### src/rtl/core/tpsc_pkg.sv
// ----------------------------------------------------------------------------
// tpsc_pkg
// Shared widths, sequencer states and inter-module structs for the
// two-prime-sum checker.
// ----------------------------------------------------------------------------
package tpsc_pkg;

  // number width (range 4..32)
  localparam int unsigned NumW   = 16;
  // tdata widths, padded to whole bytes
  localparam int unsigned InTdW  = ((NumW + 7) / 8) * 8;
  localparam int unsigned OutTdW = 8;
  // bit counter of the remainder unit, holds NumW itself
  localparam int unsigned CntW   = $clog2(NumW + 1);

  typedef logic [NumW-1:0] num_t;

  typedef enum logic [2:0] {
    S_IDLE,
    S_SETUP,
    S_LOAD,
    S_TEST,
    S_WAIT,
    S_DONE
  } tpsc_state_e;

  // request to the remainder unit
  typedef struct packed {
    logic start;
    num_t dividend;
    num_t divisor;
  } tpsc_mod_req_t;

  // answer of the remainder unit
  typedef struct packed {
    logic done;
    logic rem_zero;
  } tpsc_mod_rsp_t;

  // finished answer toward the output stage
  typedef struct packed {
    logic valid;
    logic result;
  } tpsc_done_t;

endpackage

### src/rtl/core/two_prime_sum_check.sv
// ----------------------------------------------------------------------------
// two_prime_sum_check
// Tells whether a number is the sum of two primes, by trial division.
// ----------------------------------------------------------------------------
//  channel   | dir | tdata fields (lsb first)        | tuser/tlast
//  s_axis    | in  | number_in [15:0]                | none
//  m_axis    | out | is_two_prime_sum [0], zeros     | none
//
//  Each trial division is one compare step that starts the shared remainder
//  unit, 16 shift steps, and one step that reads the remainder and bumps the
//  divisor. Each value tested adds a load step and a final compare step.
//  Candidates i run from 2 up to n/2, each costing up to about sqrt(i) +
//  sqrt(n-i) divisions.
//  Reset clears the sequencer and the output valid; payload is not reset.
//  One item at a time: s_axis_tready_o is high only while idle. A finished
//  result waits in the output register; a stalled m_axis holds the
//  sequencer at its done step but does not lose or repeat the item.
// ----------------------------------------------------------------------------
module two_prime_sum_check (
  input  logic                        clk_i,
  input  logic                        rst_ni,
  input  logic                        s_axis_tvalid_i,
  output logic                        s_axis_tready_o,
  input  logic [tpsc_pkg::InTdW-1:0]  s_axis_tdata_i,  // [15:0] number_in
  output logic                        m_axis_tvalid_o,
  input  logic                        m_axis_tready_i,
  output logic [tpsc_pkg::OutTdW-1:0] m_axis_tdata_o   // [0] is_two_prime_sum
);

  tpsc_pkg::tpsc_mod_req_t mod_req;
  tpsc_pkg::tpsc_mod_rsp_t mod_rsp;
  tpsc_pkg::tpsc_done_t    done;

  logic out_valid_q, out_valid_d;
  logic out_bit_q, out_bit_d;
  logic out_free;

  // output register is free when empty or being drained this cycle
  assign out_free = !out_valid_q || m_axis_tready_i;

  tpsc_seq u_seq (
    .clk_i      (clk_i),
    .rst_ni     (rst_ni),
    .in_valid_i (s_axis_tvalid_i),
    .in_ready_o (s_axis_tready_o),
    .number_i   (s_axis_tdata_i[tpsc_pkg::NumW-1:0]),
    .mod_req_o  (mod_req),
    .mod_rsp_i  (mod_rsp),
    .done_o     (done),
    .out_free_i (out_free)
  );

  // shared remainder unit: v % d, one bit per cycle
  tpsc_mod_unit u_mod (
    .clk_i  (clk_i),
    .rst_ni (rst_ni),
    .req_i  (mod_req),
    .rsp_o  (mod_rsp)
  );

  always_comb begin
    out_valid_d = out_valid_q;
    out_bit_d   = out_bit_q;
    if (done.valid && out_free) begin
      out_valid_d = 1'b1;
      out_bit_d   = done.result;
    end else if (m_axis_tready_i) begin
      out_valid_d = 1'b0;
    end
  end

  always_ff @(posedge clk_i or negedge rst_ni) begin
    if (!rst_ni) begin
      out_valid_q <= 1'b0;
    end else begin
      out_valid_q <= out_valid_d;
    end
  end

  always_ff @(posedge clk_i) begin
    out_bit_q <= out_bit_d;
  end

  assign m_axis_tvalid_o = out_valid_q;
  assign m_axis_tdata_o  = {{(tpsc_pkg::OutTdW - 1){1'b0}}, out_bit_q};

endmodule

### src/rtl/core/tpsc_mod_unit.sv
// ----------------------------------------------------------------------------
// tpsc_mod_unit
// Restoring remainder unit, one quotient bit per cycle.
// ----------------------------------------------------------------------------
module tpsc_mod_unit (
  input  logic                   clk_i,
  input  logic                   rst_ni,
  input  tpsc_pkg::tpsc_mod_req_t req_i,
  output tpsc_pkg::tpsc_mod_rsp_t rsp_o
);

  logic                      busy_q, busy_d;
  logic [tpsc_pkg::CntW-1:0] cnt_q, cnt_d;
  tpsc_pkg::num_t            rem_q, rem_d;
  tpsc_pkg::num_t            dvd_q, dvd_d;
  tpsc_pkg::num_t            dvs_q, dvs_d;
  logic [tpsc_pkg::NumW:0]   trial;

  // shift in the next dividend bit, subtract if it fits
  assign trial = {rem_q, dvd_q[tpsc_pkg::NumW-1]};

  always_comb begin
    busy_d = busy_q;
    cnt_d  = cnt_q;
    rem_d  = rem_q;
    dvd_d  = dvd_q;
    dvs_d  = dvs_q;
    if (req_i.start) begin
      busy_d = 1'b1;
      cnt_d  = tpsc_pkg::CntW'(tpsc_pkg::NumW);
      rem_d  = '0;
      dvd_d  = req_i.dividend;
      dvs_d  = req_i.divisor;
    end else if (busy_q) begin
      if (cnt_q == '0) begin
        busy_d = 1'b0;
      end else begin
        cnt_d = cnt_q - 1'b1;
        dvd_d = {dvd_q[tpsc_pkg::NumW-2:0], 1'b0};
        if (trial >= {1'b0, dvs_q}) begin
          rem_d = tpsc_pkg::NumW'(trial - {1'b0, dvs_q});
        end else begin
          rem_d = trial[tpsc_pkg::NumW-1:0];
        end
      end
    end
  end

  always_ff @(posedge clk_i or negedge rst_ni) begin
    if (!rst_ni) begin
      busy_q <= 1'b0;
      cnt_q  <= '0;
    end else begin
      busy_q <= busy_d;
      cnt_q  <= cnt_d;
    end
  end

  always_ff @(posedge clk_i) begin
    rem_q <= rem_d;
    dvd_q <= dvd_d;
    dvs_q <= dvs_d;
  end

  assign rsp_o.done     = busy_q && (cnt_q == '0);
  assign rsp_o.rem_zero = (rem_q == '0);

endmodule

### src/rtl/core/tpsc_seq.sv
// ----------------------------------------------------------------------------
// tpsc_seq
// Candidate and trial-divisor sequencer around the shared remainder unit.
// ----------------------------------------------------------------------------
module tpsc_seq (
  input  logic                    clk_i,
  input  logic                    rst_ni,
  input  logic                    in_valid_i,
  output logic                    in_ready_o,
  input  tpsc_pkg::num_t          number_i,
  output tpsc_pkg::tpsc_mod_req_t mod_req_o,
  input  tpsc_pkg::tpsc_mod_rsp_t mod_rsp_i,
  output tpsc_pkg::tpsc_done_t    done_o,
  input  logic                    out_free_i
);

  tpsc_pkg::tpsc_state_e     state_q, state_d;
  tpsc_pkg::num_t            n_q, n_d;
  tpsc_pkg::num_t            i_q, i_d;
  tpsc_pkg::num_t            half_q, half_d;
  tpsc_pkg::num_t            v_q, v_d;
  tpsc_pkg::num_t            d_q, d_d;
  logic [tpsc_pkg::NumW:0]   dsq_q, dsq_d;   // d*d, kept by increments
  logic                      phase_q, phase_d; // 0: testing i, 1: testing n-i
  logic                      res_q, res_d;

  logic v_lt2, not_prime, is_prime, last_i, n_small;

  assign v_lt2     = (v_q < tpsc_pkg::NumW'(2));
  assign not_prime = ((state_q == tpsc_pkg::S_TEST) && v_lt2) ||
                     ((state_q == tpsc_pkg::S_WAIT) && mod_rsp_i.done &&
                      mod_rsp_i.rem_zero);
  assign is_prime  = (state_q == tpsc_pkg::S_TEST) && !v_lt2 &&
                     (dsq_q > {1'b0, v_q});
  assign last_i    = (i_q == half_q);
  assign n_small   = (n_q < tpsc_pkg::NumW'(4));

  // next state
  always_comb begin
    state_d = state_q;
    unique case (state_q)
      tpsc_pkg::S_IDLE:  if (in_valid_i) state_d = tpsc_pkg::S_SETUP;
      tpsc_pkg::S_SETUP: state_d = n_small ? tpsc_pkg::S_DONE : tpsc_pkg::S_LOAD;
      tpsc_pkg::S_LOAD:  state_d = tpsc_pkg::S_TEST;
      tpsc_pkg::S_TEST: begin
        if (not_prime) begin
          state_d = last_i ? tpsc_pkg::S_DONE : tpsc_pkg::S_LOAD;
        end else if (is_prime) begin
          state_d = phase_q ? tpsc_pkg::S_DONE : tpsc_pkg::S_LOAD;
        end else begin
          state_d = tpsc_pkg::S_WAIT;
        end
      end
      tpsc_pkg::S_WAIT: begin
        if (not_prime) begin
          state_d = last_i ? tpsc_pkg::S_DONE : tpsc_pkg::S_LOAD;
        end else if (mod_rsp_i.done) begin
          state_d = tpsc_pkg::S_TEST;
        end
      end
      tpsc_pkg::S_DONE:  if (out_free_i) state_d = tpsc_pkg::S_IDLE;
      default:           state_d = tpsc_pkg::S_IDLE;
    endcase
  end

  // datapath and outputs
  always_comb begin
    n_d     = n_q;
    i_d     = i_q;
    half_d  = half_q;
    v_d     = v_q;
    d_d     = d_q;
    dsq_d   = dsq_q;
    phase_d = phase_q;
    res_d   = res_q;
    mod_req_o.start    = 1'b0;
    mod_req_o.dividend = v_q;
    mod_req_o.divisor  = d_q;

    unique case (state_q)
      tpsc_pkg::S_IDLE: n_d = number_i;
      tpsc_pkg::S_SETUP: begin
        res_d   = 1'b0;
        i_d     = tpsc_pkg::NumW'(2);
        half_d  = n_q >> 1;
        phase_d = 1'b0;
      end
      tpsc_pkg::S_LOAD: begin
        d_d   = tpsc_pkg::NumW'(2);
        dsq_d = (tpsc_pkg::NumW + 1)'(4);
        v_d   = phase_q ? (n_q - i_q) : i_q;
      end
      tpsc_pkg::S_TEST: begin
        if (is_prime) begin
          if (phase_q) res_d = 1'b1;
          else         phase_d = 1'b1;
        end else if (!not_prime) begin
          mod_req_o.start = 1'b1;
        end
      end
      tpsc_pkg::S_WAIT: begin
        if (mod_rsp_i.done && !mod_rsp_i.rem_zero) begin
          // (d+1)^2 = d^2 + 2d + 1
          d_d   = d_q + 1'b1;
          dsq_d = dsq_q + {d_q, 1'b1};
        end
      end
      tpsc_pkg::S_DONE: ;
      default: ;
    endcase

    // divisor found or value below 2: move to the next candidate, if any
    if (not_prime && !last_i) begin
      i_d     = i_q + 1'b1;
      phase_d = 1'b0;
    end
  end

  always_ff @(posedge clk_i or negedge rst_ni) begin
    if (!rst_ni) begin
      state_q <= tpsc_pkg::S_IDLE;
    end else begin
      state_q <= state_d;
    end
  end

  always_ff @(posedge clk_i) begin
    n_q     <= n_d;
    i_q     <= i_d;
    half_q  <= half_d;
    v_q     <= v_d;
    d_q     <= d_d;
    dsq_q   <= dsq_d;
    phase_q <= phase_d;
    res_q   <= res_d;
  end

  assign in_ready_o    = (state_q == tpsc_pkg::S_IDLE);
  assign done_o.valid  = (state_q == tpsc_pkg::S_DONE);
  assign done_o.result = res_q;

endmodule

### config.mk
export PLATFORM = sky130hd
export DESIGN_NAME = two_prime_sum_check
export DESIGN_NICKNAME = d
export VERILOG_FILES = /design/src/rtl/core/tpsc_pkg.sv /design/src/rtl/core/two_prime_sum_check.sv /design/src/rtl/core/tpsc_mod_unit.sv /design/src/rtl/core/tpsc_seq.sv
export SDC_FILE = /design/constraint.sdc
export NUM_CORES = 1
export LEC_CHECK = 0
export ABC_AREA = 0
export BUFFER_PORTS_ARGS = -buffer_cell sky130_fd_sc_hd__buf_2
export CAP_MARGIN = 20
export CORE_ASPECT_RATIO = 1.4
export CORE_UTILIZATION = 55
export CTS_BUF_LIST = sky130_fd_sc_hd__clkbuf_8
export DETAILED_ROUTE_END_ITERATION = 16
export GPL_TIMING_DRIVEN = 0
export PLACE_DENSITY = 0.76
export REMOVE_ABC_BUFFERS = 1
export SLEW_MARGIN = 20
export SYNTH_ARGS = -nofsm -noshare
export SYNTH_HDL_FRONTEND = slang
export SYNTH_SLANG_ARGS = --single-unit
### constraint.sdc
create_clock -name clk_i -period 3.3 [get_ports clk_i]
set_input_delay 0.165 -clock clk_i [delete_from_list [all_inputs] [get_ports clk_i]]
set_output_delay 0.165 -clock clk_i [all_outputs]
set_load 0.01 [all_outputs]
Word level (Yosys, flattened, before mapping):

Cells that the tools add are included.
W data, S select, Z words.

* memories: 0
* output and inout bits: 10
* latch bits: 0
* memory bits (writable): 0
* input port bits: 20
* register bits after elaboration: 157
* ROM bits: 0
* logic and storage cells: 106

* shift-type cells: 0
* $lt $le $gt $ge: 4
* equal/unequal tests: 13
* multiplexer cells: 37
* bitwise logic cells: 1
* reductions and logical operators: 29
* divide/modulo/power cells: 0
* $add $sub $neg: 6
* $mul: 0

Operator list (number)
* $mux W16: 8
* $pmux W17 S2: 1
* $add A16 B1 Y16 const B: 2
* $pmux W16 S2: 1
* $sub A16 B16 Y16: 2
* $mux W3: 9
* $pmux W3 S6: 1
* $add A17 B17 Y17: 1
* $ge A17 B16 Y1: 1
* $gt A17 B16 Y1: 1
* $mux W17: 1
* $eq A16 B15 Y1: 1
* $logic_not A16 Y1: 1
* $lt A16 B2 Y1 const B: 1
* $lt A16 B3 Y1 const B: 1
* $mux W5: 3
* $mux W1: 11
* $reduce_bool A2 Y1: 5
* $logic_and A1 B1 Y1: 9
* $reduce_and A2 Y1: 4
* $eq A3 B2 Y1 const B: 2
* $eq A3 B3 Y1 const B: 2
* $ne A2 B1 Y1 const B: 3
* $ne A2 B2 Y1 const B: 3
* other kinds (10): 16

Depth between registers and ports, before layout:

* word-level depth: 10
* gate-level depth with buffers: 11

Modules after synthesis:

From an unflattened synthesis, not the netlist that was laid out.

* cell total of the unflattened synthesis: 927
* area total of the unflattened synthesis: 9776.9 um^2

By module, submodules not included
* tpsc_seq: cells an instance 597, area each 6338.6 um^2, times used 1
* tpsc_mod_unit: cells an instance 316, area each 3290.7 um^2, times used 1
* two_prime_sum_check: cells an instance 14, area each 147.6 um^2, times used 1

Worst setup path after synthesis:

OpenSTA, ideal clock, no wires.

* kind: register to register
* from: register u_seq.state_q[2]
* to: register u_seq.d_q[0], enable pin
* setup time: 0.389 ns
* slack: 0.103 ns
* cell stages (with the launch flop): 5
* period minus slack after synthesis: 3.197 ns
* arrival: 2.808 ns
* data required time: 2.911 ns
* cell sequence: dfrtp_1 clkbuf_1 clkbuf_1 nor3b_1 a21o_1

* longest elaborated chain between the ends: 3
* elaborated cells between the ends (all ways): 5

RTL lines
* start: declaration: line tpsc_seq.sv:17 `tpsc_pkg::tpsc_state_e state_q, state_d;`
* start signal: assignment: line tpsc_seq.sv:121 `state_q <= tpsc_pkg::S_IDLE;`
* start signal: assignment: line tpsc_seq.sv:123 `state_q <= state_d;`
* $eq A3 B3 Y1 or $eq A3 B2 Y1 (tied branches): line tpsc_seq.sv:80 `unique case (state_q)`
* $ne A2 B2 Y1 (no line) or $reduce_bool A2 Y1 (tied branches)
* $reduce_and A2 Y1 (no line) (*)
* end signal: assignment: line tpsc_seq.sv:132 `d_q <= d_d;`
* end: declaration: line tpsc_seq.sv:22 `tpsc_pkg::num_t d_q, d_d;`

Every way passes the cells marked *; elsewhere a longest branch is shown, timed or not.
A chain may end at the register's enable or synchronous reset.

Worst setup path in the final report:

* from: register u_seq.i_q[2]
* to: register u_seq.v_q[13] (data pin)

* longest elaborated chain between the ends: 2

RTL lines
* start: declaration: line tpsc_seq.sv:19 `tpsc_pkg::num_t i_q, i_d;`
* start signal: assignment: line tpsc_seq.sv:129 `i_q <= i_d;`
* $sub A16 B16 Y16: line tpsc_seq.sv:91 `v_d = phase_q ? (n_q - i_q) : i_q;`
* $mux W16: line tpsc_seq.sv:91
* end signal: assignment: line tpsc_seq.sv:131 `v_q <= v_d;`
* end: declaration: line tpsc_seq.sv:21 `tpsc_pkg::num_t v_q, v_d;`

No other way between the ends.

==> metrics.md <==
| Metric | Value |
|---|---|
| Outcome | `complete, but fails checks` |
| Failing checks | `DRC` |
| Final core occ | `61.9%` |
| DP HPWL | `13900 um` |
| Deepest clock path buffer count | `2` |
| Synthesized instance count | `883` |
| Reg-to-reg endpoint | `u_seq.v_q[13]` |
| Clk_lat worst skew | `0.46 ns` |
| Net count reported at finish | `1013` |
| Final period utilization | `93.8%` |
| IO buf count | `22` |
| RSZ-0062 raised after global routing | `false` |
| Die X | `112 um` |
| Grt total ovfl | `0` |
| Worst path cell trace | `inv_1, ha_1, o21ai_0, a21oi_1, o41ai_1, a211oi_1, or3_1, a21oi_1, xnor2_1, mux2i_1` |
| CP Data Arrival Time | `3.28 ns` |
| Placed cells | `1089` |
| Layout cells sized above 1 | `11.5%` |
| Global-route wire length before repair | `30700 um` |
| Skew final | `0.0128 ns` |
| Routed via count | `6610` |
| DRC | `1` |
| Synth Flop Type | `edfxtp_1` |
| CTS Buf Count | `17` |
| Height of the die | `156 um` |
| All-Layer GR Usage | `22.7%` |
| Commonest non-fill, non-tap cells in the layout | `edfxtp_1 (130), nor2_1 (86), inv_1 (72)` |
| Routed length on met1 | `7130 um` |
| Via density | `5.79` |
| Overall Power | `9770 uW` |
| CP max FO | `7` |
| Setup TNS | `0 ns` |
| EDFF count, synth | `130` |
| Die footprint | `0.0175 sq mm` |
| WP buf/inv | `1` |
| GP Congestion | `0.852` |
| Critical-path top delay cell | `o41ai_1` |
| Clock sink count | `157` |
| Flops & latches, synth | `157` |
| Mapped Area | `0.00934 sq mm` |
| FMAX | `0.323 GHz` |
| CP delay by family, top | `compound AO/OA/AOI/OAI gates` |
| First-pass detailed-route iteration total | `13` |
| Critical path required time | `3.48 ns` |
| Max layer used | `met4` |
| Unique masters post-synth | `70` |
| Ys Warns | `0` |
| Minimum clock period | `3.10 ns` |
| Reg2Reg Depth | `10` |
| R2R setup slack | `0.20 ns` |
| Fin cells | `1141` |
| Avg Inst Size Synth | `10.6 sq um` |
| Startpoint Class | `flip-flop` |
| Clock slew at the register clock pins of the worst setup and hold paths | `0.09 ns` |
| Final Cell Area | `0.0103 sq mm` |
| Row count | `56` |
| Register area share after synthesis | `48.1%` |
| Clock Root Buffer | `clkbuf_8` |
| Max IR drop VDD | `545 uV` |
| Initial core utilization | `56.0%` |
| CTS tree | `built` |
| P_leak | `0.00405 uW` |
| Met2 routed WL | `10500 um` |
| DR WL/cell | `16.3 um` |
| Slew headroom | `42.9%` |
| Max cap viols | `0` |
| Commonest non-fill, non-tap cell in the layout | `edfxtp_1` |
| Post-DP Area | `0.00970 sq mm` |
| Drt total wl | `18600 um` |
| Largest net degree at the start of global routing | `36` |
| Routed Antenna Nets | `0` |
| CP most frequent cell | `a21oi_1` |
| Crit path capture type | `flip-flop` |
| Ports | `30` |
| FF-to-FF Start | `u_seq.i_q[2]` |
| Final setup viols | `0` |
| Initial antenna violation count | `0` |
| Diode count | `0` |
| Worst-margin pin slew | `0.856 ns` |
| Number of global-route vias before repair | `6646` |
| Layout area overhead | `10.4%` |
| Crit path kind | `flip-flop to flip-flop` |
| Worst Hold Class | `input pin to asynchronous set/reset pin` |
| Power density cells | `947 mW/mm^2` |
| Met3 wire length | `487 um` |
| H-tree depth | `4` |
| Slowest stage delay, CP | `0.53 ns` |
| Final Max Tran Viols | `0` |
| Core Footprint | `0.0167 sq mm` |
| Drt first-iter violations | `328` |
| Final hold violations | `0` |
| Post-synth ARST share | `6.37%` |
[report_power, final]
group	internal, uW	switching [uW]	total [uW]
sequential	3150	649	3800
clock	667	739	1410
combinational	2020	2550	4570
[cells by family (layout without fill, tap and decap cells)]
kind of cell / count (synthesis) / in the layout / share of synthesized area [%]
adders and majority gates: 68 / 68 / 9.35
muxes: 35 / 35 / 3.99
xor gates and xnor gates: 73 / 73 / 6.84
and+or+nand+nor: 279 / 279 / 15.0
other: 1 / 7 / 0.0401
buffers and inverters: 104 / 153 / 4.62
AOI/OAI and AO/OA: 166 / 166 / 12.1
DFF: 157 / 157 / 48.1
[area by class of cell]
cell class	count	area (sq um)
Inverter	73	278
Multi-Input combinational cell	628	4510
Fill cell	1334	6360
Sequential cell	157	4490
Clock inverter	15	150
Timing Repair Buffer	48	394
Clock buffer	17	234
Tap cell	203	254
[routing by layer]
layer | track usage [%] | vias up
li1 | - | 3309
met1 | 23.0 | 3142
met2 | 44.2 | 129
met3 | 4.51 | 30
met4 | 10.2 | 0
met5 | 0 | -
[flip-flops by register name (all words and copies together) (netlist names), 3 cells and up]
signal and flops:
u_seq.dsq_q 17, u_mod.dvd_q 16, u_mod.dvs_q 16, u_mod.rem_q 16, u_seq.d_q 16, u_seq.i_q 16
u_seq.n_q 16, u_seq.v_q 16, u_seq.half_q 15, u_mod.cnt_q 5, u_seq.state_q 3
[Yosys cell counts (15+ instances only)]
master	n	area share (%)
ha_1	65	8.7
dfxtp_1	17	3.6
nand2_1	43	1.7
clkbuf_1	18	0.72
nor2_1	87	3.5
mux2_2	18	2.2
a21o_1	16	1.3
o21ai_0	32	1.7
nand4_1	15	1.0
mux2i_1	17	1.8
or3_1	15	1.0
nor3_1	22	1.2
a21oi_1	34	1.8
xor2_1	36	3.4
edfxtp_1	130	42
inv_1	72	2.9
nor4_1	21	1.4
nand3_1	22	1.2
xnor2_1	37	3.5
a211oi_1	21	1.7
[worst max-delay path by stage]
stage	startpoint	end	slack (ns)	cells past startpoint
final	u_seq.i_q[2]	u_seq.v_q[13]	0.20	10
after floorplan	u_seq.v_q[15]	u_mod.dvd_q[0]	-1.76	9
after global routing	u_seq.v_q[15]	u_mod.dvd_q[7]	0.03	11
after global placement	u_seq.dsq_q[2]	u_mod.dvd_q[1]	-3.99	9
after detailed placement	u_seq.v_q[15]	u_mod.dvd_q[1]	-0.40	10
after CTS	u_seq.state_q[2]	u_seq.i_q[7]	0.005	5
[what timing repair did]
item	in CTS	in global routing
endpoints found under the setup margin	36	36
buffers inserted	2	0
hold buffers	18	0
pin swaps	1	0
resized for setup	4	4
hold endpoints to repair	27	0
[through the flow]
stage	setup WS, ns	hold WS [ns]
final	0.203	0.107
after global routing	0.0270	0.0933
after CTS	0.00481	0.0720
after detailed placement	-0.398	0.0386
after global placement	-3.99	0.0391
after floorplan	-1.76	-0.131
Note: power is estimated with default switching activity, not from simulation.
